## config.mk

```make
export PLATFORM = sky130hd
export DESIGN_NAME = ssp_mid
export DESIGN_NICKNAME = d
export VERILOG_FILES = /design/src/hw/rtl/ssp_pkg.sv /design/src/hw/rtl/ssp_mid.sv
export SDC_FILE = /design/constraint.sdc
export NUM_CORES = 2
export LEC_CHECK = 0
export BUFFER_PORTS_ARGS = -buffer_cell sky130_fd_sc_hd__buf_2
export CORE_MARGIN = 8
export CORE_UTILIZATION = 55
export DETAILED_ROUTE_END_ITERATION = 7
export GPL_TIMING_DRIVEN = 0
export PLACE_DENSITY = 0.79
export SLEW_MARGIN = 10
export SYNTH_ARGS = -nofsm -noshare
export SYNTH_HDL_FRONTEND = slang
export SYNTH_SLANG_ARGS = --single-unit
```

## constraint.sdc

```tcl
create_clock -name i_clk -period 7.5 [get_ports i_clk]
set_clock_uncertainty 0.15 [all_clocks]
set_input_delay 1.125 -clock i_clk [delete_from_list [all_inputs] [get_ports i_clk]]
set_output_delay 1.125 -clock i_clk [all_outputs]
set_load 0.02 [all_outputs]
```

## src/hw/rtl/ssp_pkg.sv

```systemverilog
// Shared types and constants for the sprite screen projection block.
package ssp_pkg;

    // Configuration port.
    localparam int CFG_IDX_W  = 4;
    localparam int CFG_DATA_W = 24;

    localparam logic [CFG_IDX_W-1:0] CFG_POS_X   = 4'd0;
    localparam logic [CFG_IDX_W-1:0] CFG_POS_Y   = 4'd1;
    localparam logic [CFG_IDX_W-1:0] CFG_DIR_X   = 4'd2;
    localparam logic [CFG_IDX_W-1:0] CFG_DIR_Y   = 4'd3;
    localparam logic [CFG_IDX_W-1:0] CFG_PLANE_X = 4'd4;
    localparam logic [CFG_IDX_W-1:0] CFG_PLANE_Y = 4'd5;
    localparam logic [CFG_IDX_W-1:0] CFG_SCR_W   = 4'd6;
    localparam logic [CFG_IDX_W-1:0] CFG_SCR_H   = 4'd7;

    // Datapath widths, sized for the full range of every register pattern.
    localparam int SX_W        = 34;
    localparam int PROD_W      = 50;
    localparam int N_W         = 52;
    localparam int SUM_W       = 53;
    localparam int DET_W       = 33;
    localparam int DEPTH_NUM_W = 63;
    localparam int DEPTH_DEN_W = 32;
    localparam int DEPTH_Q_W   = 31;
    localparam int COL_NUM_W   = 64;
    localparam int COL_DEN_W   = 52;
    localparam int SIZE_NUM_W  = 36;
    localparam int SIZE_DEN_W  = 38;
    localparam int POST_Q_W    = 16;

    // Size is W * 0.66 / depth, done as W * 66 / 100.
    localparam int SIZE_MUL = 66;
    localparam int SIZE_DIV = 100;

    typedef struct packed {
        logic [23:0]        pos_x;
        logic [23:0]        pos_y;
        logic signed [15:0] dir_x;
        logic signed [15:0] dir_y;
        logic signed [15:0] plane_x;
        logic signed [15:0] plane_y;
        logic [12:0]        scr_w;
        logic [12:0]        scr_h;
    } t_cfg;

    typedef struct packed {
        logic [7:0] sprite_cell_x;
        logic [7:0] sprite_cell_y;
    } t_sprite_in;

    typedef struct packed {
        logic signed [31:0] depth;
        logic signed [15:0] screen_column;
        logic [15:0]        sprite_size;
        logic [14:0]        first_column;
        logic signed [15:0] last_column;
        logic [10:0]        first_row;
        logic [11:0]        last_row;
        logic               degenerate;
    } t_sprite_out;

    // Carried alongside the depth division.
    typedef struct packed {
        logic             det_zero;
        logic             depth_neg;
        logic             col_neg;
        logic [SUM_W-1:0] sum_mag;
        logic [N_W-1:0]   ny_mag;
    } t_dside;

    typedef struct packed {
        logic [DEPTH_NUM_W-1:0] depth_num;
        logic [DEPTH_DEN_W-1:0] depth_den;
        t_dside                 side;
    } t_front;

    // Carried alongside the column division.
    typedef struct packed {
        logic signed [31:0] depth;
        logic               col_neg;
    } t_cside;

endpackage

```

## src/hw/rtl/ssp_mid.sv

```systemverilog
// Depth finish, degenerate detection and operand setup for column and size.
module ssp_mid import ssp_pkg::*; (
    input  logic                  i_clk,
    input  logic                  i_rst_n,
    input  logic                  i_valid,
    input  logic [DEPTH_Q_W-1:0]  i_quot,
    input  logic                  i_ovf,
    input  t_dside                i_side,
    input  t_cfg                  i_cfg,
    output logic                  o_valid,
    output logic [COL_NUM_W-1:0]  o_col_num,
    output logic [COL_DEN_W-1:0]  o_col_den,
    output t_cside                o_col_side,
    output logic [SIZE_NUM_W-1:0] o_size_num,
    output logic [SIZE_DEN_W-1:0] o_size_den,
    output logic                  o_degen
);

    logic                  r_v;
    logic [COL_NUM_W-1:0]  r_col_num;
    logic [COL_DEN_W-1:0]  r_col_den;
    t_cside                r_col_side;
    logic [SIZE_NUM_W-1:0] r_size_num;
    logic [SIZE_DEN_W-1:0] r_size_den;
    logic                  r_degen;

    logic signed [31:0]    depth;
    logic [31:0]           mag;
    logic                  degen;

    always_comb begin
        if (i_side.det_zero) begin
            depth = '0;
            mag   = '0;
        end else if (i_ovf) begin
            depth = i_side.depth_neg ? 32'sh8000_0000 : 32'sh7FFF_FFFF;
            mag   = i_side.depth_neg ? 32'h8000_0000 : 32'h7FFF_FFFF;
        end else begin
            depth = i_side.depth_neg ? -$signed(32'(i_quot)) : $signed(32'(i_quot));
            mag   = 32'(i_quot);
        end
        degen = i_side.det_zero || (!i_ovf && i_quot == '0);
    end

    always_ff @(posedge i_clk) begin
        if (!i_rst_n) begin
            r_v <= 1'b0;
        end else begin
            r_v <= i_valid;
        end
    end

    always_ff @(posedge i_clk) begin
        r_col_num          <= COL_NUM_W'(i_cfg.scr_w[12:1]) * COL_NUM_W'(i_side.sum_mag);
        r_col_den          <= i_side.ny_mag;
        r_col_side.depth   <= depth;
        r_col_side.col_neg <= i_side.col_neg;
        r_size_num         <= (SIZE_NUM_W'(i_cfg.scr_w) * SIZE_NUM_W'(SIZE_MUL)) << 16;
        r_size_den         <= SIZE_DEN_W'(mag) * SIZE_DEN_W'(SIZE_DIV);
        r_degen            <= degen;
    end

    assign o_valid    = r_v;
    assign o_col_num  = r_col_num;
    assign o_col_den  = r_col_den;
    assign o_col_side = r_col_side;
    assign o_size_num = r_size_num;
    assign o_size_den = r_size_den;
    assign o_degen    = r_degen;

endmodule

```

# == Yosys cells after proc, flatten, opt, wreduce, memory -nomap -nowiden ==
# Index checks and enable logic that the tools add are counted.
# totals
inputBits,281
elab_cells,21
reg_bits,206
output_inout_bits,225
# classes
n_reduce_logical,4
add_sub_neg,1
mux,5
mul,3
# ops
operator,count
$mux W32,5
$mul A12 B53 Y64,1
$mul A32 B5 Y36 const B,1
$neg A31 Y32,1
$logic_not A31 Y1,1
$mul A13 B6 Y19 const B,1
$logic_and A1 B1 Y1,1
$logic_not A1 Y1,1
$logic_or A1 B1 Y1,1

# == Depth between registers and ports, before layout ==
# depth
depth_word,4
mapped_depth,24

# == Least setup slack after synthesis ==
# Ideal clock, no wire load.
# synth_timing
path_kind,input -> register
from,input port i_cfg[17] (netlist bit)
to,"register r_col_num[60], in the netlist o_col_num[60]"
slack_ns,0.762
stages,21
setup_ns,0.124
arrival_time_ns,6.464
t_required_ns,7.226
path_cell_list,clkbuf_1 clkbuf_1 nand2_1 fa_1 fa_1 inv_1 fa_1 fa_1 inv_1 fa_1 inv_1 ha_1 nand3_1 a2111oi_2 o2111a_1 o211ai_1 a2111oi_0 o22ai_1 o21ai_2 a21oi_1 xnor2_1
# synth_between
elab_chain_len,1
# synth_lines
element,line,text
"start, declared",ssp_mid.sv:9,"input t_cfg i_cfg,"
$mul A12 B53 Y64,ssp_mid.sv:54,r_col_num <= COL_NUM_W'(i_cfg.scr_w[12:1]) * COL_NUM_W'(i_side.sum_mag);
"end signal, assigned",ssp_mid.sv:54,
"end, declared",ssp_mid.sv:20,logic [COL_NUM_W-1:0] r_col_num;
# Every way passes these cells.
# A chain may end at the register's enable or synchronous reset.

# == Final worst setup path ==
# layout_timing
from,input port i_cfg[25] (netlist bit)
to,"register r_col_num[63], in the netlist o_col_num[63]"
# The elaborated chain is that of the path after synthesis.

==> flow_summary.yaml <==
placement:
  dp_hpwl_um: 68600
  gp_congestion: 0.951
  port_buffers: 356
  place_ws_ns: -1.64
global_routing:
  overflow: 0
  grt_pass1_wl_um: 130000
  antenna_found_initial: 18
  grt_max_degree: 15
  grt_pass1_vias: 24100
  grt_usage: 0.270
detailed_routing:
  wl_met1_um: 30400
  drt_iter0_drc: 1649
  drc_errors: 0
  route.met3.wl_um: 8520
  post_drt_wl_per_cell_um: 18.4
  postRouteAntennaNets: 0
  wl_met2_um: 38700
  vias_per_cell: 5.35
  dr.pass1.iters: 6
  topRoutingLayerUsed: "met5"
  dr_total_vias: 23900
  finalWirelength_um: 82000
power:
  leakage_uw: 0.0172
  peakVddDrop_uv: 760
  power_density_nw_per_um2: 502
synthesis:
  ys_types: 74
  synthTopCellsByCount: "inv_1, nand2_1, fa_1"
  synth_edf_count: 0
  synth_area_um2: 29100
  yosys_register_bits: 206
  synth_top_area_share: 0.370
  yosys_warnings: 0
  synth.largest_area_cell: "fa_1"
  yosysMostFrequentCell: "inv_1"
  syn_avg_cell_area_um2: 8.66
  yosysSeqAreaShare: 0.142
  synthTopCellsByArea: "fa_1, dfxtp_1, ha_1"
  yosys_most_used_dff: "dfxtp_1"
  netlist_instances: 3358
  synthArstFlopShare: 0
hold_path:
  hold_path_class: "input port to flop"
clock_tree:
  cts_tree: "yes"
  root_buffer: "clkbuf_16"
  clock_path_buffers: 3
  htree_levels: 1
  cts_buffers: 25
  cts_sinks: 206
  cts_hold_buf: 0
  path_clk_slew_ns: 0.06
floorplanning:
  core_um2: 52400
  initial_core_util: 0.555
  fp.dieH_um: 246
  die_w_um: 246
  rows: 84
  io_pins: 506
  dieArea_um2: 60500
critical_path:
  slowest_delay_ns: 0.55
  cp_data_arrival_time_ns: 7.69
  path_max_fanout: 11
  path_cells: "buf_2 -> clkbuf_1 -> and2_1 -> fa_1 -> fa_1 -> fa_1 -> fa_1 -> inv_1 -> fa_1 -> inv_1 -> ha_1 -> a21oi_1 -> o21ai_0 -> a311o_1 -> o21ai_1 -> a21oi_2 -> o2111ai_2 -> a21oi_1 -> or4b_1"
  cpMaxStageDelayCell: "fa_1"
  criticalPathCategory: "input port to flop"
  worstPathRequired_ns: 7.80
  critPathTopFamily: "adder cells"
  cp_common_cell: "fa_1"
  cp-end-kind: "flop"
  start_kind: "input port"
  cp_num_buf_inv: 4
sta:
  setup_slack_ns: 0.109
  hold_viol: 0
  worst_slew_pin_slew_ns: 0.757
  finalSetupViolations: 0
  fin_crit_sh: 0.985
  report.final.slew_viol_count: 0
  relSlewSlack: 0.491
  max_freq_mhz: 135
  finalSetupTns_ns: 0
  fin_crit_ns: 7.39
layout:
  drive_gt1_frac: 0.128
  area_delta_synth_final_pct: 12.7
  nets: 4790
  final_core_util: 0.625
status:
  status: "finished, final reports clean"
run:
  cap_violations: 0
==> sequential cells by signal, summed over array words and instances (netlist names) <==
signal	count
o_col_num	64
o_col_den	52
o_size_den	36
o_col_side	33
o_size_num	19
o_degen	1
o_valid	1
==> what timing repair did <==
action / CTS / global route
setup endpoints to repair: 24 / 15
gates resized for setup: 19 / 46
setup buffers: 0 / 1
pin swaps: 0 / 1
==> kinds of logic after synthesis <==
group,count (synthesis),synth area share
buffers and inverters,889,0.117
other,1,0.000129
DFF,206,0.142
AOI/OAI and AO/OA,380,0.0836
and+or+nand+nor,1004,0.156
muxes,4,0.00138
xor gates and xnor gates,114,0.0343
adders and majority gates,760,0.465
==> layer usage <==
metal / GRT usage / vias to the layer above
met3: 0.0654 / 212
li1: - / 10900
met4: 0.127 / 10
met1: 0.328 / 11600
met2: 0.450 / 1149
met5: 0 / -
==> stage by stage <==
step / std cells / area, um^2 / hold slack [ns] / total power (uW)
after floorplan: 3376 / 29200 / 1.00 / 11600
after global placement: 4420 / 31800 / 1.08 / 14700
after detailed placement: 4420 / 31800 / 1.08 / 14800
after CTS: 4457 / 32700 / 0.467 / 16300
after global routing: 4462 / 32800 / 0.475 / 18200
final: 4467 / 32800 / 0.498 / 16500
==> worst paths after layout <==
path | end | cells past startpoint | slack [ns] | from
worst min-delay path | o_col_den[33]$_DFF_P_ | 1 | 0.50 | i_side[33]
worst max-delay path | o_col_num[63]$_DFF_P_ | 19 | 0.11 | i_cfg[25]
==> placed cells by master (no fill, tap or decap), types with 10 or more instances in the layout <==
cell type  Yosys  layout
nand4_1       19      19
o21bai_1      30      30
clkbuf_16      0      25
a21o_1        41      41
a21oi_1      135     134
dfxtp_1      206     206
buf_4         19      20
o31ai_1       10      10
o21a_1        12      12
and3_1        14      14
xor2_1        32      32
fa_1         537     537
nand2_1      552     552
clkbuf_2       0      30
nor3_1        29      29
or4_1         11      11
buf_2          3     360
and2_1       167     167
clkbuf_1     161     122
diode_2        0      12
o21ai_0       71      69
nand3_1       23      23
nor2_1       137     137
inv_1        702     702
ha_1         223     223
conb_1         1      19
xnor2_1       82      82
==> power by group <==
group | internal (uW) | switching, uW | total [uW]
Combinational | 5100 | 8370 | 13500
Clock | 791 | 519 | 1310
Sequential | 1580 | 93.0 | 1680
==> layout make-up <==
type	count	area, um^2
inverter	703	2640
sequential	206	4120
antenna	12	30.0
fill	4425	19700
clock buffer	31	678
buffer	175	778
timing repair buffer	357	1790
clock inverter	14	219
tap	688	861
multi-input combinational	2281	21700
Note: power is estimated with default switching activity, not from simulation.
