--- src/hw/rtl/ssp_pkg.sv ---
// Shared types and constants for the sprite screen projection block.
package ssp_pkg;

    // Configuration port.
    localparam int CFG_IDX_W  = 4;
    localparam int CFG_DATA_W = 24;

    localparam logic [CFG_IDX_W-1:0] CFG_POS_X   = 4'd0;
    localparam logic [CFG_IDX_W-1:0] CFG_POS_Y   = 4'd1;
    localparam logic [CFG_IDX_W-1:0] CFG_DIR_X   = 4'd2;
    localparam logic [CFG_IDX_W-1:0] CFG_DIR_Y   = 4'd3;
    localparam logic [CFG_IDX_W-1:0] CFG_PLANE_X = 4'd4;
    localparam logic [CFG_IDX_W-1:0] CFG_PLANE_Y = 4'd5;
    localparam logic [CFG_IDX_W-1:0] CFG_SCR_W   = 4'd6;
    localparam logic [CFG_IDX_W-1:0] CFG_SCR_H   = 4'd7;

    // Datapath widths, sized for the full range of every register pattern.
    localparam int SX_W        = 34;
    localparam int PROD_W      = 50;
    localparam int N_W         = 52;
    localparam int SUM_W       = 53;
    localparam int DET_W       = 33;
    localparam int DEPTH_NUM_W = 63;
    localparam int DEPTH_DEN_W = 32;
    localparam int DEPTH_Q_W   = 31;
    localparam int COL_NUM_W   = 64;
    localparam int COL_DEN_W   = 52;
    localparam int SIZE_NUM_W  = 36;
    localparam int SIZE_DEN_W  = 38;
    localparam int POST_Q_W    = 16;

    // Size is W * 0.66 / depth, done as W * 66 / 100.
    localparam int SIZE_MUL = 66;
    localparam int SIZE_DIV = 100;

    typedef struct packed {
        logic [23:0]        pos_x;
        logic [23:0]        pos_y;
        logic signed [15:0] dir_x;
        logic signed [15:0] dir_y;
        logic signed [15:0] plane_x;
        logic signed [15:0] plane_y;
        logic [12:0]        scr_w;
        logic [12:0]        scr_h;
    } t_cfg;

    typedef struct packed {
        logic [7:0] sprite_cell_x;
        logic [7:0] sprite_cell_y;
    } t_sprite_in;

    typedef struct packed {
        logic signed [31:0] depth;
        logic signed [15:0] screen_column;
        logic [15:0]        sprite_size;
        logic [14:0]        first_column;
        logic signed [15:0] last_column;
        logic [10:0]        first_row;
        logic [11:0]        last_row;
        logic               degenerate;
    } t_sprite_out;

    // Carried alongside the depth division.
    typedef struct packed {
        logic             det_zero;
        logic             depth_neg;
        logic             col_neg;
        logic [SUM_W-1:0] sum_mag;
        logic [N_W-1:0]   ny_mag;
    } t_dside;

    typedef struct packed {
        logic [DEPTH_NUM_W-1:0] depth_num;
        logic [DEPTH_DEN_W-1:0] depth_den;
        t_dside                 side;
    } t_front;

    // Carried alongside the column division.
    typedef struct packed {
        logic signed [31:0] depth;
        logic               col_neg;
    } t_cside;

endpackage

--- src/hw/rtl/ssp_div.sv ---
// Pipelined restoring divider, one quotient bit per stage, with overflow precheck.
module ssp_div import ssp_pkg::*; #(
    parameter int NUM_W  = 32,
    parameter int DEN_W  = 16,
    parameter int Q_W    = 16,
    parameter int SIDE_W = 1
) (
    input  logic              i_clk,
    input  logic              i_rst_n,
    input  logic              i_valid,
    input  logic [NUM_W-1:0]  i_num,
    input  logic [DEN_W-1:0]  i_den,
    input  logic [SIDE_W-1:0] i_side,
    output logic              o_valid,
    output logic [Q_W-1:0]    o_quot,
    output logic              o_ovf,
    output logic [SIDE_W-1:0] o_side
);

    localparam int RW = (NUM_W > DEN_W + Q_W) ? NUM_W : DEN_W + Q_W;

    logic              r_v    [0:Q_W];
    logic [RW-1:0]     r_rem  [0:Q_W];
    logic [DEN_W-1:0]  r_den  [0:Q_W];
    logic [Q_W-1:0]    r_q    [0:Q_W];
    logic              r_ovf  [0:Q_W];
    logic [SIDE_W-1:0] r_side [0:Q_W];

    always_ff @(posedge i_clk) begin
        if (!i_rst_n) begin
            r_v[0] <= 1'b0;
        end else begin
            r_v[0] <= i_valid;
        end
    end

    // A quotient that does not fit in Q_W bits is flagged; its quotient bits are then not meaningful.
    always_ff @(posedge i_clk) begin
        r_rem[0]  <= RW'(i_num);
        r_den[0]  <= i_den;
        r_q[0]    <= '0;
        r_ovf[0]  <= RW'(i_num) >= (RW'(i_den) << Q_W);
        r_side[0] <= i_side;
    end

    for (genvar k = 1; k <= Q_W; k++) begin : g_stage
        localparam int B = Q_W - k;
        logic [RW-1:0] trial;
        logic          fit;

        assign trial = RW'(r_den[k-1]) << B;
        assign fit   = r_rem[k-1] >= trial;

        always_ff @(posedge i_clk) begin
            if (!i_rst_n) begin
                r_v[k] <= 1'b0;
            end else begin
                r_v[k] <= r_v[k-1];
            end
        end

        always_ff @(posedge i_clk) begin
            r_rem[k]  <= fit ? r_rem[k-1] - trial : r_rem[k-1];
            r_den[k]  <= r_den[k-1];
            r_q[k]    <= fit ? (r_q[k-1] | (Q_W'(1) << B)) : r_q[k-1];
            r_ovf[k]  <= r_ovf[k-1];
            r_side[k] <= r_side[k-1];
        end
    end

    assign o_valid = r_v[Q_W];
    assign o_quot  = r_q[Q_W];
    assign o_ovf   = r_ovf[Q_W];
    assign o_side  = r_side[Q_W];

endmodule

--- config.mk ---
export PLATFORM = sky130hd
export DESIGN_NAME = ssp_div
export DESIGN_NICKNAME = d
export VERILOG_FILES = /design/src/hw/rtl/ssp_pkg.sv /design/src/hw/rtl/ssp_div.sv
export SDC_FILE = /design/constraint.sdc
export NUM_CORES = 1
export LEC_CHECK = 0
export BUFFER_PORTS_ARGS = -buffer_cell sky130_fd_sc_hd__buf_2
export CORE_MARGIN = 2
export CORE_UTILIZATION = 62
export DETAILED_ROUTE_END_ITERATION = 8
export PLACE_DENSITY = 0.79
export SLEW_MARGIN = 20
export SYNTH_ARGS = -nofsm -noshare
export SYNTH_HDL_FRONTEND = slang
export SYNTH_SLANG_ARGS = --single-unit
--- constraint.sdc ---
create_clock -name i_clk -period 3.9 [get_ports i_clk]
set_input_delay 0.39 -clock i_clk [delete_from_list [all_inputs] [get_ports i_clk]]
set_output_delay 0.39 -clock i_clk [all_outputs]
set_load 0.01 [all_outputs]
# ---- Word level (Yosys, flattened, before mapping)
# Memory sizes are Yosys's and may differ from the RTL's.
# Index checks and enable logic that the tools add are counted.
dict set report totals {
  inputBits 52
  elab_cells 107
  ram_bits 1139
  memories 6
  ff_bits 0
}
dict set report classes {
  addsub 16
  magnitude_cmp 17
  n_bitwise 17
  mux 51
}
# name words width rd rd_ports_with_merged_regs write_ports line_no
set memory_table {}
lappend memory_table {r_rem 17 32 16 0 17 ssp_div.sv:23} ;# logic [RW-1:0] r_rem [0:Q_W];
lappend memory_table {r_den 17 16 16 0 17 ssp_div.sv:24} ;# logic [DEN_W-1:0] r_den [0:Q_W];
lappend memory_table {r_q 17 16 17 0 17 ssp_div.sv:25} ;# logic [Q_W-1:0] r_q [0:Q_W];
lappend memory_table {r_ovf 17 1 17 0 17 ssp_div.sv:26} ;# logic r_ovf [0:Q_W];
lappend memory_table {r_side 17 1 17 0 17 ssp_div.sv:27} ;# logic [SIDE_W-1:0] r_side [0:Q_W];
lappend memory_table {r_v 17 1 17 0 17 ssp_div.sv:22} ;# logic r_v [0:Q_W];
# op count
set op_table {}
lappend op_table {{2-to-1 mux 32 bit} 16}
lappend op_table {{>= comparator 32 x 16 -> 1 bit} 1}
lappend op_table {{>= comparator 32 x 17 -> 1 bit} 1}
lappend op_table {{>= comparator 32 x 18 -> 1 bit} 1}
lappend op_table {{>= comparator 32 x 19 -> 1 bit} 1}
lappend op_table {{>= comparator 32 x 20 -> 1 bit} 1}
lappend op_table {{>= comparator 32 x 21 -> 1 bit} 1}
lappend op_table {{>= comparator 32 x 22 -> 1 bit} 1}
lappend op_table {{>= comparator 32 x 23 -> 1 bit} 1}
lappend op_table {{>= comparator 32 x 24 -> 1 bit} 1}
lappend op_table {{>= comparator 32 x 25 -> 1 bit} 1}
lappend op_table {{>= comparator 32 x 26 -> 1 bit} 1}
lappend op_table {{>= comparator 32 x 27 -> 1 bit} 1}
lappend op_table {{>= comparator 32 x 28 -> 1 bit} 1}
lappend op_table {{>= comparator 32 x 29 -> 1 bit} 1}
lappend op_table {{>= comparator 32 x 30 -> 1 bit} 1}
lappend op_table {{>= comparator 32 x 31 -> 1 bit} 1}
lappend op_table {{>= comparator 32 bit} 1}
lappend op_table {{subtractor 32 x 16 -> 32 bit} 1}
lappend op_table {{subtractor 32 x 17 -> 32 bit} 1}
lappend op_table {{subtractor 32 x 18 -> 32 bit} 1}
lappend op_table {{subtractor 32 x 19 -> 32 bit} 1}
lappend op_table {{subtractor 32 x 20 -> 32 bit} 1}
lappend op_table {{subtractor 32 x 21 -> 32 bit} 1}
lappend op_table {{27 further kinds} 62}

# ---- Depth between registers and ports, before layout
# An unclocked memory read counts as a cell.
dict set report logic_depth {
  word_depth 3
  depth_mapped 13
  ltp_nobuf 12
}

# ---- Worst setup path before layout
# Ideal clock, no wire load.
dict set report synth_path {
  path_type {register -> register}
  start {memory r_rem[0][46] in the netlist's numbering}
  end {memory r_rem[0][94] in the netlist's numbering}
  n_path_buf 0
  period_less_slack_ps 2725
  arrival_time_ps 2604
  setup_slack_ps 1175
  setup_ps 121
  path_stages_with_launch 13
  path_cell_list {dfxtp_1 > inv_1 > ha_1 > inv_1 > fa_1 > and4_1 > a2111oi_0 > o31ai_1 > a41o_1 > or2_1 > a21boi_1 > o21ai_0 > mux2_2}
}
# element line_no
set synth_lines {}
lappend synth_lines {{from (decl)} ssp_div.sv:23}

==> out/results.ini <==
[clocking]
cts.htree.levels=3
number_of_buffers_inserted_during_clock_tree_synthesis=92
clock_tree_from_tritoncts=done
cts.sink_count=955
clock-root-buffer=clkbuf_16
clk_slew_on_worst_s_h_paths_ps=60
max-clock-path-buffers=3
clkLatencyLatePin_ps=660
postCtsSetupBuffers=0

[floorplanning]
die_width_um=253
floorplan.rows=91
initial_core_util_pct=62.6
io_pins=71
chipHeight_um=253
die_area_sq_um=64200
placeableCoreArea_sq_um=61600

[power]
p_switching_mw=12.5
intPower_mw=23.8
vdd_ir_drop_max_mv=0.450
p_seq_share_pct=37.7
p_clk_share_pct=25.7
power.leakage_nw=19.3
pwr_density_cell_nw_per_um2=834
combinationalPowerShare_pct=36.5
p_sw_share_pct=34.5

[routing]
antenna_left=0
top_layer_used=met4
route.vias.total=27500
vias_per_cell=5.50
post-route-drc-count=0
route.final.wire_length_um=77700
firstDrtPassIters=5
route.met3.wl_um=2420
first_iter_violations=1216
post_drt_wl_per_cell_um=15.5
wl_met2_um=43500
wl_met1_um=27000

[place]
gp_congestion=0.975
post_dp_cell_area_sq_um=39800
port-buffer-count=70
detailed_place_hpwl_um=57200

[yosys]
synth_compound_area_share_pct=14.4
share_of_flip_flops_with_an_asynchronous_set_or_reset_after_synthesis_pct=0
mappedNetlistNets=4267
synth.area.top_cells=dfxtp_1 50%, ha_1 8.8%, xnor2_1 3.6%, inv_1 3.5%, a21oi_1 3.4%
yosysSeqAreaShare_pct=49.6
yosys.area.top_type=dfxtp_1
syn-mean-instance-area_sq_um=9.82
combinational_family_with_the_most_area_after_synthesis=compound AO/OA/AOI/OAI gates
synth_top_area_share_pct=49.6
synth_simple_gate_area_share_pct=13.6
combined_area_of_all_synthesized_cells_sq_um=38600
synth.lib_cells_used.distinct=94
dominantRegCellSynth=dfxtp_1
count_of_flip_flops_with_a_built_in_enable_after_synthesis=0
synthAdderAreaFrac_pct=9.60
postSynthRegisterBits=955
post_synthesis_xor_xnor_area_fraction_pct=6.52
muxShareOfSynthArea_pct=1.68
syn-instance-count=3928
ys.warnings.count=0

[hold_path]
hold_path_depth=2
whs_endpoint=r_v[14]
worst_hold_path_type=in2reg
worst_hold_startpoint=i_rst_n

[sta]
post-route-min-period_ps=3410
crit_share_post_route_pct=87.5
finalClockSkew_ps=32.6
slew_viol_final=0
timing_hold_violations_final=0
worst_slew_pin_slew_ps=973
unrepaired_setup_endpoints_after_global_routing=no
final-setup-viol-count=0
max_clock_freq_mhz=293
totalNegativeSetupSlack_ps=0
relSlewSlack_pct=35.0

[layout]
final_cell_mix=955 x dfxtp_1, 358 x inv_1, 272 x ha_1
nFillCells=4538
finalNetCount=4422
final_common_cell=dfxtp_1
layout-area-overhead-vs-synth_pct=13.0
post_route_cells_drive_above_1_share_pct=8.70
design_area_sq_um=43600
seqCellArea_sq_um=19100
multi_input_area_sq_um=17700

[worst_setup_path]
regToRegEndpoint=r_rem[0][423]
crit_path_end_kind=register
critPathRequiredTime_ps=4440
critical_path.reg2reg.startpoint=r_den[0][202]
cp.arrival_ps=3950
critical_path.startpoint_type=register
worstSetupPathType=reg2reg
reg2reg_setup_slack_ps=490
crit_fanout=21
worst-r2r-cell-count=9

[grt]
maximum_number_of_pins_on_one_net_before_global_route_repair=36
grt_first_pass_wirelength_um=129000
initial_antenna_violation_count=1
grt_pass1_vias=28500
global_route.usage.total_pct=24.6
grt_overflow_total=0

[job]
maxCapViolations=0

[run_status]
run_status=finished clean

==> cells by family after synthesis <==
logic type | after synthesis
mux | 57
fa+ha+maj | 287
compound gates | 862
simple gates | 1035
flops | 955
xor+xnor | 287
buf+inv | 445
==> final cells by class <==
class                      instances  share of cell area, %
clock inverter                    37                   1.40
sequential                       955                   43.9
timing repair buffer             148                   2.43
multi-input combinational       2528                   40.7
clock buffer                     133                   6.14
tap                              837                   2.40
antenna                            1                0.00574
inverter                         358                   3.08
==> Yosys cell counts, types with 41 or more instances <==
master / count
nor4_1: 45
xor2_1: 130
xnor2_1: 157
dfxtp_1: 955
o21ai_0: 210
a21oi_1: 263
clkbuf_1: 43
a21o_1: 84
nor3_1: 88
nor2_1: 259
ha_1: 272
inv_1: 358
nand2b_1: 55
nand3_1: 54
o21a_1: 41
nand2_1: 268
mux2_2: 47
nor2b_1: 42
==> repair_timing <==
item,in CTS,in global routing
hold endpoints to repair,50,0
hold buffers,50,0
gates resized for setup,0,0
==> per-layer routing <==
metal	track usage, %	vias up
met5	0	-
met1	21.5	12700
li1	-	13900
met2	50.8	564
met3	3.32	266
met4	15.9	0
==> flip-flops by register name, indices dropped and copies added (netlist names) <==
| name | count |
|---|---|
| r_rem | 512 |
| r_den | 256 |
| r_q | 136 |
| r_ovf | 17 |
| r_side | 17 |
| r_v | 17 |
==> power by group through the flow <==
| stage | sequential [mW] | combinational [mW] | clock [mW] |
|---|---|---|---|
| 2_1_floorplan | 13.4 | 10.5 | 0 |
| 3_3_place_gp | 13.8 | 12.8 | 0 |
| 3_5_place_dp | 13.9 | 13.0 | 0 |
| 4_1_cts | 13.7 | 13.2 | 9.54 |
| 5_1_grt | 14.0 | 14.9 | 9.98 |
| 6_report | 13.7 | 13.3 | 9.36 |
==> critical path, stage by stage (launching register included) <==
cell and delay, ps:
dfxtp_1 320, inv_1 40, ha_1 360, a211oi_1 360, o21ba_2 240, a21boi_1 480
o21bai_1 170, a21oi_2 690, buf_4 290, mux2_2 340
==> worst max-delay path by stage <==
stage | start | end | slack (ps)
floorplan | r_rem[0][46] | r_rem[0][94] | 1180
global placement | r_rem[0][108] | r_rem[0][159] | 420
detailed placement | r_den[0][202] | r_rem[0][423] | 600
CTS | r_rem[0][108] | r_rem[0][159] | 580
global route | r_den[0][202] | r_rem[0][423] | 270
finish | r_den[0][202] | r_rem[0][423] | 490
==> metrics by stage <==
stage | setup slack (ps) | total power [mW] | hold slack [ps] | utilization, % | cells
after floorplan | 1180 | 23.9 | 310 | - | 3928
after global placement | 425 | 26.6 | 310 | 64.6 | 4776
after detailed placement | 600 | 26.9 | 312 | 64.6 | 4776
after CTS | 579 | 36.4 | 81.2 | 70.7 | 4996
after global routing | 267 | 38.8 | 115 | 70.7 | 4997
final | 487 | 36.3 | 114 | 70.7 | 4997
Power figures use the tool's default switching activity.
