<file path="src/hw/rtl/ssp_pkg.sv">
// Shared types and constants for the sprite screen projection block.
package ssp_pkg;

    // Configuration port.
    localparam int CFG_IDX_W  = 4;
    localparam int CFG_DATA_W = 24;

    localparam logic [CFG_IDX_W-1:0] CFG_POS_X   = 4'd0;
    localparam logic [CFG_IDX_W-1:0] CFG_POS_Y   = 4'd1;
    localparam logic [CFG_IDX_W-1:0] CFG_DIR_X   = 4'd2;
    localparam logic [CFG_IDX_W-1:0] CFG_DIR_Y   = 4'd3;
    localparam logic [CFG_IDX_W-1:0] CFG_PLANE_X = 4'd4;
    localparam logic [CFG_IDX_W-1:0] CFG_PLANE_Y = 4'd5;
    localparam logic [CFG_IDX_W-1:0] CFG_SCR_W   = 4'd6;
    localparam logic [CFG_IDX_W-1:0] CFG_SCR_H   = 4'd7;

    // Datapath widths, sized for the full range of every register pattern.
    localparam int SX_W        = 34;
    localparam int PROD_W      = 50;
    localparam int N_W         = 52;
    localparam int SUM_W       = 53;
    localparam int DET_W       = 33;
    localparam int DEPTH_NUM_W = 63;
    localparam int DEPTH_DEN_W = 32;
    localparam int DEPTH_Q_W   = 31;
    localparam int COL_NUM_W   = 64;
    localparam int COL_DEN_W   = 52;
    localparam int SIZE_NUM_W  = 36;
    localparam int SIZE_DEN_W  = 38;
    localparam int POST_Q_W    = 16;

    // Size is W * 0.66 / depth, done as W * 66 / 100.
    localparam int SIZE_MUL = 66;
    localparam int SIZE_DIV = 100;

    typedef struct packed {
        logic [23:0]        pos_x;
        logic [23:0]        pos_y;
        logic signed [15:0] dir_x;
        logic signed [15:0] dir_y;
        logic signed [15:0] plane_x;
        logic signed [15:0] plane_y;
        logic [12:0]        scr_w;
        logic [12:0]        scr_h;
    } t_cfg;

    typedef struct packed {
        logic [7:0] sprite_cell_x;
        logic [7:0] sprite_cell_y;
    } t_sprite_in;

    typedef struct packed {
        logic signed [31:0] depth;
        logic signed [15:0] screen_column;
        logic [15:0]        sprite_size;
        logic [14:0]        first_column;
        logic signed [15:0] last_column;
        logic [10:0]        first_row;
        logic [11:0]        last_row;
        logic               degenerate;
    } t_sprite_out;

    // Carried alongside the depth division.
    typedef struct packed {
        logic             det_zero;
        logic             depth_neg;
        logic             col_neg;
        logic [SUM_W-1:0] sum_mag;
        logic [N_W-1:0]   ny_mag;
    } t_dside;

    typedef struct packed {
        logic [DEPTH_NUM_W-1:0] depth_num;
        logic [DEPTH_DEN_W-1:0] depth_den;
        t_dside                 side;
    } t_front;

    // Carried alongside the column division.
    typedef struct packed {
        logic signed [31:0] depth;
        logic               col_neg;
    } t_cside;

endpackage

</file>
<file path="src/hw/rtl/ssp_back.sv">
// Back end: column and size saturation, then draw bound clamping.
module ssp_back import ssp_pkg::*; (
    input  logic                i_clk,
    input  logic                i_rst_n,
    input  logic                i_col_valid,
    input  logic [POST_Q_W-1:0] i_col_quot,
    input  logic                i_col_ovf,
    input  t_cside              i_col_side,
    input  logic                i_size_valid,
    input  logic [POST_Q_W-1:0] i_size_quot,
    input  logic                i_size_ovf,
    input  logic                i_degen,
    input  t_cfg                i_cfg,
    output logic                o_valid,
    output t_sprite_out         o_result
);

    logic               r1_v, r2_v;
    logic signed [31:0] r1_depth;
    logic signed [15:0] r1_col;
    logic [15:0]        r1_size;
    logic               r1_degen;
    t_sprite_out        r2_out;

    logic [16:0]        col_mag;
    logic signed [15:0] col;
    logic [14:0]        half;
    logic signed [17:0] fc, lc, scr_w;
    logic signed [16:0] fr, lr, scr_h;
    logic [11:0]        half_h;

    always_comb begin
        col_mag = i_col_ovf ? 17'h10000 : 17'(i_col_quot);
        if (i_degen) begin
            col = 16'sh7FFF;
        end else if (!i_col_side.col_neg) begin
            col = (col_mag > 17'd32767) ? 16'sh7FFF : $signed(col_mag[15:0]);
        end else begin
            col = (col_mag > 17'd32768) ? 16'sh8000 : -$signed(col_mag[15:0]);
        end
    end

    always_comb begin
        half   = r1_size[15:1];
        half_h = i_cfg.scr_h[12:1];
        scr_w  = $signed(18'(i_cfg.scr_w));
        scr_h  = $signed(17'(i_cfg.scr_h));
        fc     = 18'(r1_col) - $signed(18'(half));
        lc     = 18'(r1_col) + $signed(18'(half));
        if (lc >= scr_w) begin
            lc = scr_w - 18'sd1;
        end
        fr     = $signed(17'(half_h)) - $signed(17'(half));
        lr     = $signed(17'(half)) + $signed(17'(half_h));
        if (lr >= scr_h) begin
            lr = scr_h - 17'sd1;
        end
    end

    always_ff @(posedge i_clk) begin
        if (!i_rst_n) begin
            r1_v <= 1'b0;
            r2_v <= 1'b0;
        end else begin
            r1_v <= i_col_valid && i_size_valid;
            r2_v <= r1_v;
        end
    end

    always_ff @(posedge i_clk) begin
        r1_depth <= i_col_side.depth;
        r1_col   <= col;
        r1_size  <= (i_degen || i_size_ovf) ? 16'hFFFF : i_size_quot;
        r1_degen <= i_degen;

        r2_out.depth         <= r1_depth;
        r2_out.screen_column <= r1_col;
        r2_out.sprite_size   <= r1_size;
        r2_out.first_column  <= fc[17] ? 15'd0 : fc[14:0];
        r2_out.last_column   <= lc[15:0];
        r2_out.first_row     <= fr[16] ? 11'd0 : ((fr > 17'sd2047) ? 11'd2047 : fr[10:0]);
        r2_out.last_row      <= lr[16] ? 12'd0 : ((lr > 17'sd4095) ? 12'd4095 : lr[11:0]);
        r2_out.degenerate    <= r1_degen;
    end

    assign o_valid  = r2_v;
    assign o_result = r2_out;

endmodule

</file>
<file path="config.mk">
export PLATFORM = sky130hd
export DESIGN_NAME = ssp_back
export DESIGN_NICKNAME = d
export VERILOG_FILES = /design/src/hw/rtl/ssp_pkg.sv /design/src/hw/rtl/ssp_back.sv
export SDC_FILE = /design/constraint.sdc
export NUM_CORES = 1
export LEC_CHECK = 0
export CAP_MARGIN = 20
export CORE_MARGIN = 3
export CORE_UTILIZATION = 35
export DETAILED_ROUTE_END_ITERATION = 10
export DONT_BUFFER_PORTS = 1
export MAX_ROUTING_LAYER = met4
export REMOVE_ABC_BUFFERS = 1
export SYNTH_ARGS = -nofsm -noshare
export SYNTH_HDL_FRONTEND = slang
export SYNTH_SLANG_ARGS = --single-unit
</file>
<file path="constraint.sdc">
create_clock -name i_clk -period 4.9 [get_ports i_clk]
set_input_delay 0.49 -clock i_clk [delete_from_list [all_inputs] [get_ports i_clk]]
set_output_delay 0.49 -clock i_clk [all_outputs]
set_load 0.02 [all_outputs]
</file>
======== Word-level counts from Yosys, hierarchy flattened ========
Index checks and enable logic that the tools add are counted.
cells by class
  reductions and logical operators ........ 2
  add/subtract/negate cells ............... 7
  mux-type cells .......................... 8
  order comparisons ....................... 6
operators with widths
  cell                                                                                number
  16-bit two-way mux                                                                  4
  17-bit two-way mux                                                                  2
  13-bit by 1-bit subtractor with 14-bit output (second input constant)               2
  16-bit by 16-bit adder with 17-bit output                                           1
  17-bit by 14-bit greater-or-equal comparator with 1-bit output                      1
  17-bit by 13-bit greater-than comparator with 1-bit output (second input constant)  1
  17-bit by 15-bit greater-than comparator with 1-bit output (second input constant)  1
  17-bit by 16-bit greater-than comparator with 1-bit output (second input constant)  1
  16-bit by 16-bit subtractor with 17-bit output                                      1
  15-bit by 12-bit adder with 16-bit output                                           1
  16-bit by 13-bit greater-or-equal comparator with 1-bit output                      1
  16-bit by 12-bit greater-than comparator with 1-bit output (second input constant)  1
  16-bit negation                                                                     1
  12-bit by 15-bit subtractor with 16-bit output                                      1
  12-bit two-way mux                                                                  1
  11-bit two-way mux                                                                  1
  1-bit logical AND                                                                   1
  1-bit logical OR                                                                    1
word-level totals
  output and inout bits ................... 120
  input bits .............................. 210
  word-level logic and storage cells ...... 37
  flip-flop bits (word level) ............. 186

======== Depth between registers and ports, before layout ========
  word-level depth ........................ 5
  gate-level depth with buffers ........... 20
  mapped depth without buffers ............ 17

======== Least setup slack after synthesis ========
Ideal clock, no wire load.
  path kind ............................... input port to flip-flop
  start ................................... input i_cfg[1] (netlist bit)
  end ..................................... register r2_out, in the netlist o_result[10]
  required time ........................... 4821 ps
  path slack .............................. 601 ps
  library setup time ...................... 79 ps
  path buffers ............................ 2
  stages on the path ...................... 17
  arrival time ............................ 4220 ps
  cells stage by stage .................... ha_1 > fa_1 > nor2b_1 > or4_1 > a21oi_1 > o21bai_1 > a21oi_1 > xnor2_1 > ha_1 > and3_1 > o2111ai_1 > a21oi_1 > or4b_2 > or2_2 > clkbuf_1 > clkbuf_1 > a22oi_1
between the ends
  cells in the longest elaborated chain, start to end .. 5
  elaborated cells on any way between the ends .. 6
  those cells by class .................... add/sub (2); order compare (2); mux (2)
ends and longest elaborated chain
  item                                                            line            text
  start, declared                                                 ssp_back.sv:13  input t_cfg i_cfg,
  15-bit by 12-bit adder with 16-bit output                       ssp_back.sv:54  lr = $signed(17'(half)) + $signed(17'(half_h));
  16-bit by 13-bit greater-or-equal comparator with 1-bit output  ssp_back.sv:55  if (lr >= scr_h) begin
  17-bit two-way mux *                                            ssp_back.sv:55
  17-bit by 13-bit greater-than comparator with 1-bit output      ssp_back.sv:82  r2_out.last_row <= lr[16] ? 12'd0 : ((lr > 17'sd4095) ? 12'd4095 : lr[11:0]);
  12-bit two-way mux                                              ssp_back.sv:82
  end, declared                                                   ssp_back.sv:23  t_sprite_out r2_out;
Every way passes the cells marked *; elsewhere a longest branch is shown, timed or not.
A chain may end at the register's enable or synchronous reset.

======== Final worst setup path ========
  start ................................... register r1_size[3]
  end ..................................... register r2_out, in the netlist o_result[1]
between the ends
  cells in the longest elaborated chain, start to end .. 5
ends and longest elaborated chain
  item                                                            line            text
  start, declared                                                 ssp_back.sv:21  logic [15:0] r1_size;
  start signal, assigned                                          ssp_back.sv:73  r1_size <= (i_degen || i_size_ovf) ? 16'hFFFF : i_size_quot;
  15-bit by 12-bit adder with 16-bit output *                     ssp_back.sv:54
  16-bit by 13-bit greater-or-equal comparator with 1-bit output  ssp_back.sv:55
  17-bit two-way mux *                                            ssp_back.sv:55
  17-bit by 13-bit greater-than comparator with 1-bit output      ssp_back.sv:82
  12-bit two-way mux                                              ssp_back.sv:82
Marked as above.

==> impl_results.md <==
- Post-CTS setup buffers: 0
- Die area: 0.02709 mm^2
- # setup viols final: 0
- Max IR drop VDD: 0.2359 mV
- Number of synthesized flops with an enable pin: 0
- Hold Path Stages: 0
- Final WL: 23.02 mm
- Synth Area in Simple Gates: 14.20%
- Vias in the first global route: 6196
- Cells after DPL: 1229
- CP Capture Type: register
- Hold WC Path Type: input pin to register
- Skew final: 13.82 ps
- Cell family with most CP delay: compound AO/OA/AOI/OAI gates
- Finished Layout Cells: 1262
- Final setup TNS: 0 ps
- Post-synthesis sequential area ratio: 42.29%
- Worst flop-to-flop path startpoint: r1_size[3]$_SDFF_PP1_
- Total GRT Usage: 16.92%
- Post-DP HPWL: 17.99 mm
- Largest family of logic cells by synthesized area: compound AO/OA/AOI/OAI gates
- Fmax: 219.5 MHz
- RSZ-0062 raised after global routing: no
- GRT met2 Usage: 26.18%
- CTS buffer count: 17
- Pwr dens: 389.1 mW/mm^2
- Yosys top cell by area: dfxtp_1
- Layout cell share with drive strength beyond 1: 8.316%
- Total number of placement rows: 57
- Commonest cells post-synth: 186 x dfxtp_1, 88 x inv_1, 84 x ha_1
- Clock transition at path regs: 80 ps
- Reg2reg path depth: 16
- Worst Path Buf+Inv: 2
- P&R area growth vs syn: 10.77%
- Critical path class: register to register
- Core Region: 0.02453 mm^2
- IO buf count: 0
- Relative slew margins: 34.25%
- DR vias/cell: 5.116
- Worst Max-Slew Pin Slew: 982.6 ps
- Seq. cell area: 0.003724 mm^2
- Die Y: 164.6 um
- Top_reg_cell synth: dfxtp_1
- Post-layout util: 39.75%
- Adder-cell area share of the yosys netlist: 12.85%
- H-tree depth: 4
- Tmin final: 4555 ps
- Count leader, synth: dfxtp_1
- Initial antenna violation count: 0
- Syn_area_per_cell: 9.529 um^2
- DRC: 0
- IO Count: 330
- CP most frequent cell: a21oi_1
- Hold path endpoint: r1_degen$_DFF_P_
- Synth Cell Area: 0.008805 mm^2
- Slowest Stage Delay on Critical Path: 690 ps
- Reg-to-Reg End: o_result[1]$_SDFF_PN0_
- Worst Path Max Fanout: 12
- Max clock buf depth: 2
- Routed Antenna Nets: 0
- Leakage: 4.265 nW
- Slowest-stage cell, CP: or4b_2
- Grt met3 use: 5.568%
- Synth top area share: 42.29%
- Top post-synthesis cells by area: dfxtp_1 42%, ha_1 12%, xnor2_1 4.5%
- Dpl ws: 382.8 ps
- Cts repair resizes: 0
- Yosys reg bits: 186
- Largest net degree at the start of global routing: 24
- CTS root buffer: clkbuf_16
- Post-synth cell types: 75
- Remaining Overflow, GRT: 0
- FF-to-FF setup slack: 340 ps
- Clk_lat worst skew: 440 ps
- GRT Max-Usage Layer: met2
- Mapped Cells: 924
- Ys Warns: 0
- Critical-path cell list: inv_1 > ha_1 > a221oi_1 > o31ai_1 > a21oi_1 > a21oi_1 > o21ai_0 > xor2_1 > inv_1 > ha_1 > and3_1 > o2111ai_1 > a21oi_1 > or4b_2 > or2_2 > a22oi_1
- Multi-input logic area: 0.004593 mm^2
- Startpoint class of the critical path: register
- Hold Slack: 76.83 ps
- CTS tree: built
- DR pass1 iterations: 5
- Via count: 6457
- Filler cell count in the final layout: 2443
- Crit share post-route: 92.97%
- Endpoints failing hold: 0
- Max Cap Viol: 0
- Final worst slack: 344.5 ps
- Hold_sp: i_degen
- Clock Sinks: 186
- Compound-gate portion of the synthesized area: 17.25%
- Asr flop ratio synth: 0%
- Initial Util: 35.89%
- CP arrival: 4900 ps
- RD Place Congestion: 0.8370
- 1st-iter DRT viols: 394
- Nets@finish: 1223
- Mux share of post-synthesis cell area: 2.302%
- First-pass GRT wire length: 34.19 mm
- Crit path required time: 5240 ps
- Slew Viols, Final: 0
- Post-synthesis xor/xnor area fraction: 5.571%
- Die Wd: 164.6 um
- Status: finished, final reports clean
- Avg WL per Cell: 18.24 um
- CTS Hold Bufs: 0
- Ant diodes: 0
- Grt met1 use: 20.95%
## worst max path at each step
| stage | from | to | slack [ps] | cells past startpoint |
|---|---|---|---|---|
| after floorplan | i_cfg[1] | o_result[11]$_SDFF_PN0_ | 800 | 15 |
| after global placement | r1_size[3]$_SDFF_PP1_ | o_result[11]$_SDFF_PN0_ | 400 | 16 |
| after detailed placement | i_cfg[2] | o_result[1]$_SDFF_PN0_ | 380 | 16 |
| after CTS | r1_size[3]$_SDFF_PP1_ | o_result[1]$_SDFF_PN0_ | 350 | 16 |
| after global routing | r1_size[2]$_SDFF_PP1_ | o_result[1]$_SDFF_PN0_ | 120 | 17 |
| final | r1_size[3]$_SDFF_PP1_ | o_result[1]$_SDFF_PN0_ | 340 | 16 |
## flip-flops by register name (all words and copies together), names as in the netlist
| signal | flops |
|---|---|
| o_result | 119 |
| r1_depth | 32 |
| r1_col | 16 |
| r1_size | 16 |
| o_valid | 1 |
| r1_degen | 1 |
| r1_v | 1 |
## metrics by stage
stage | area (um^2) | power [mW]
finish | 9753 | 3.795
global route | 9753 | 3.988
CTS | 9746 | 3.850
detailed placement | 9124 | 2.387
global placement | 9124 | 2.379
floorplan | 8651 | 2.231
## where the power goes
group	internal, mW	total (mW)	switching [mW]	leakage [nW]
logic	0.258	0.595	0.337	2.41
clock network	0.744	1.44	0.700	0.301
registers	1.61	1.76	0.145	1.55
## metal layers
| layer | wire length [um] | share of wire [%] |
|---|---|---|
| met1 | 10300 | 45 |
| met4 | 359 | 1.6 |
| met2 | 10350 | 45 |
| met5 | 0 | 0 |
| met3 | 2008 | 8.7 |
## layout make-up
| class | instances | share of cell area, % |
|---|---|---|
| clock buffer | 17 | 4.362 |
| inverter | 89 | 3.425 |
| sequential | 186 | 38.18 |
| tap | 324 | 4.157 |
| timing repair buffer | 10 | 0.7697 |
| clock inverter | 15 | 2.014 |
| multi-input combinational | 621 | 47.09 |
## cells by family (layout without fill, tap and decap cells)
group,Yosys count,count (layout)
DFF,186,186
xor gates and xnor gates,56,56
buffers and inverters,117,131
adders and majority gates,88,88
AOI/OAI and AO/OA,219,219
muxes,17,17
and+or+nand+nor,241,241
## cells in the final DEF (no fill, tap or decap), drive strengths merged, types with 4 or more instances in the layout
cell,instances
fa,4
nand4,10
inv,97
a22oi,9
xor2,11
nor3b,8
clkinv,5
and2,5
dfxtp,186
o311ai,4
xnor2,45
nand2b,10
or2,4
a211o,13
a21o,14
clkbuf,18
nor2b,14
o31ai,13
and3,5
nor3,30
ha,84
nand2,29
or4,4
nand3,11
a31oi,7
mux2i,6
or3,23
nor4,13
o211ai,5
a211oi,7
nor2,71
o21a,9
buf,9
mux2,11
o21bai,4
a221oi,4
o21ai,57
a21oi,45
No activity file was read; power rests on OpenSTA's default activity.
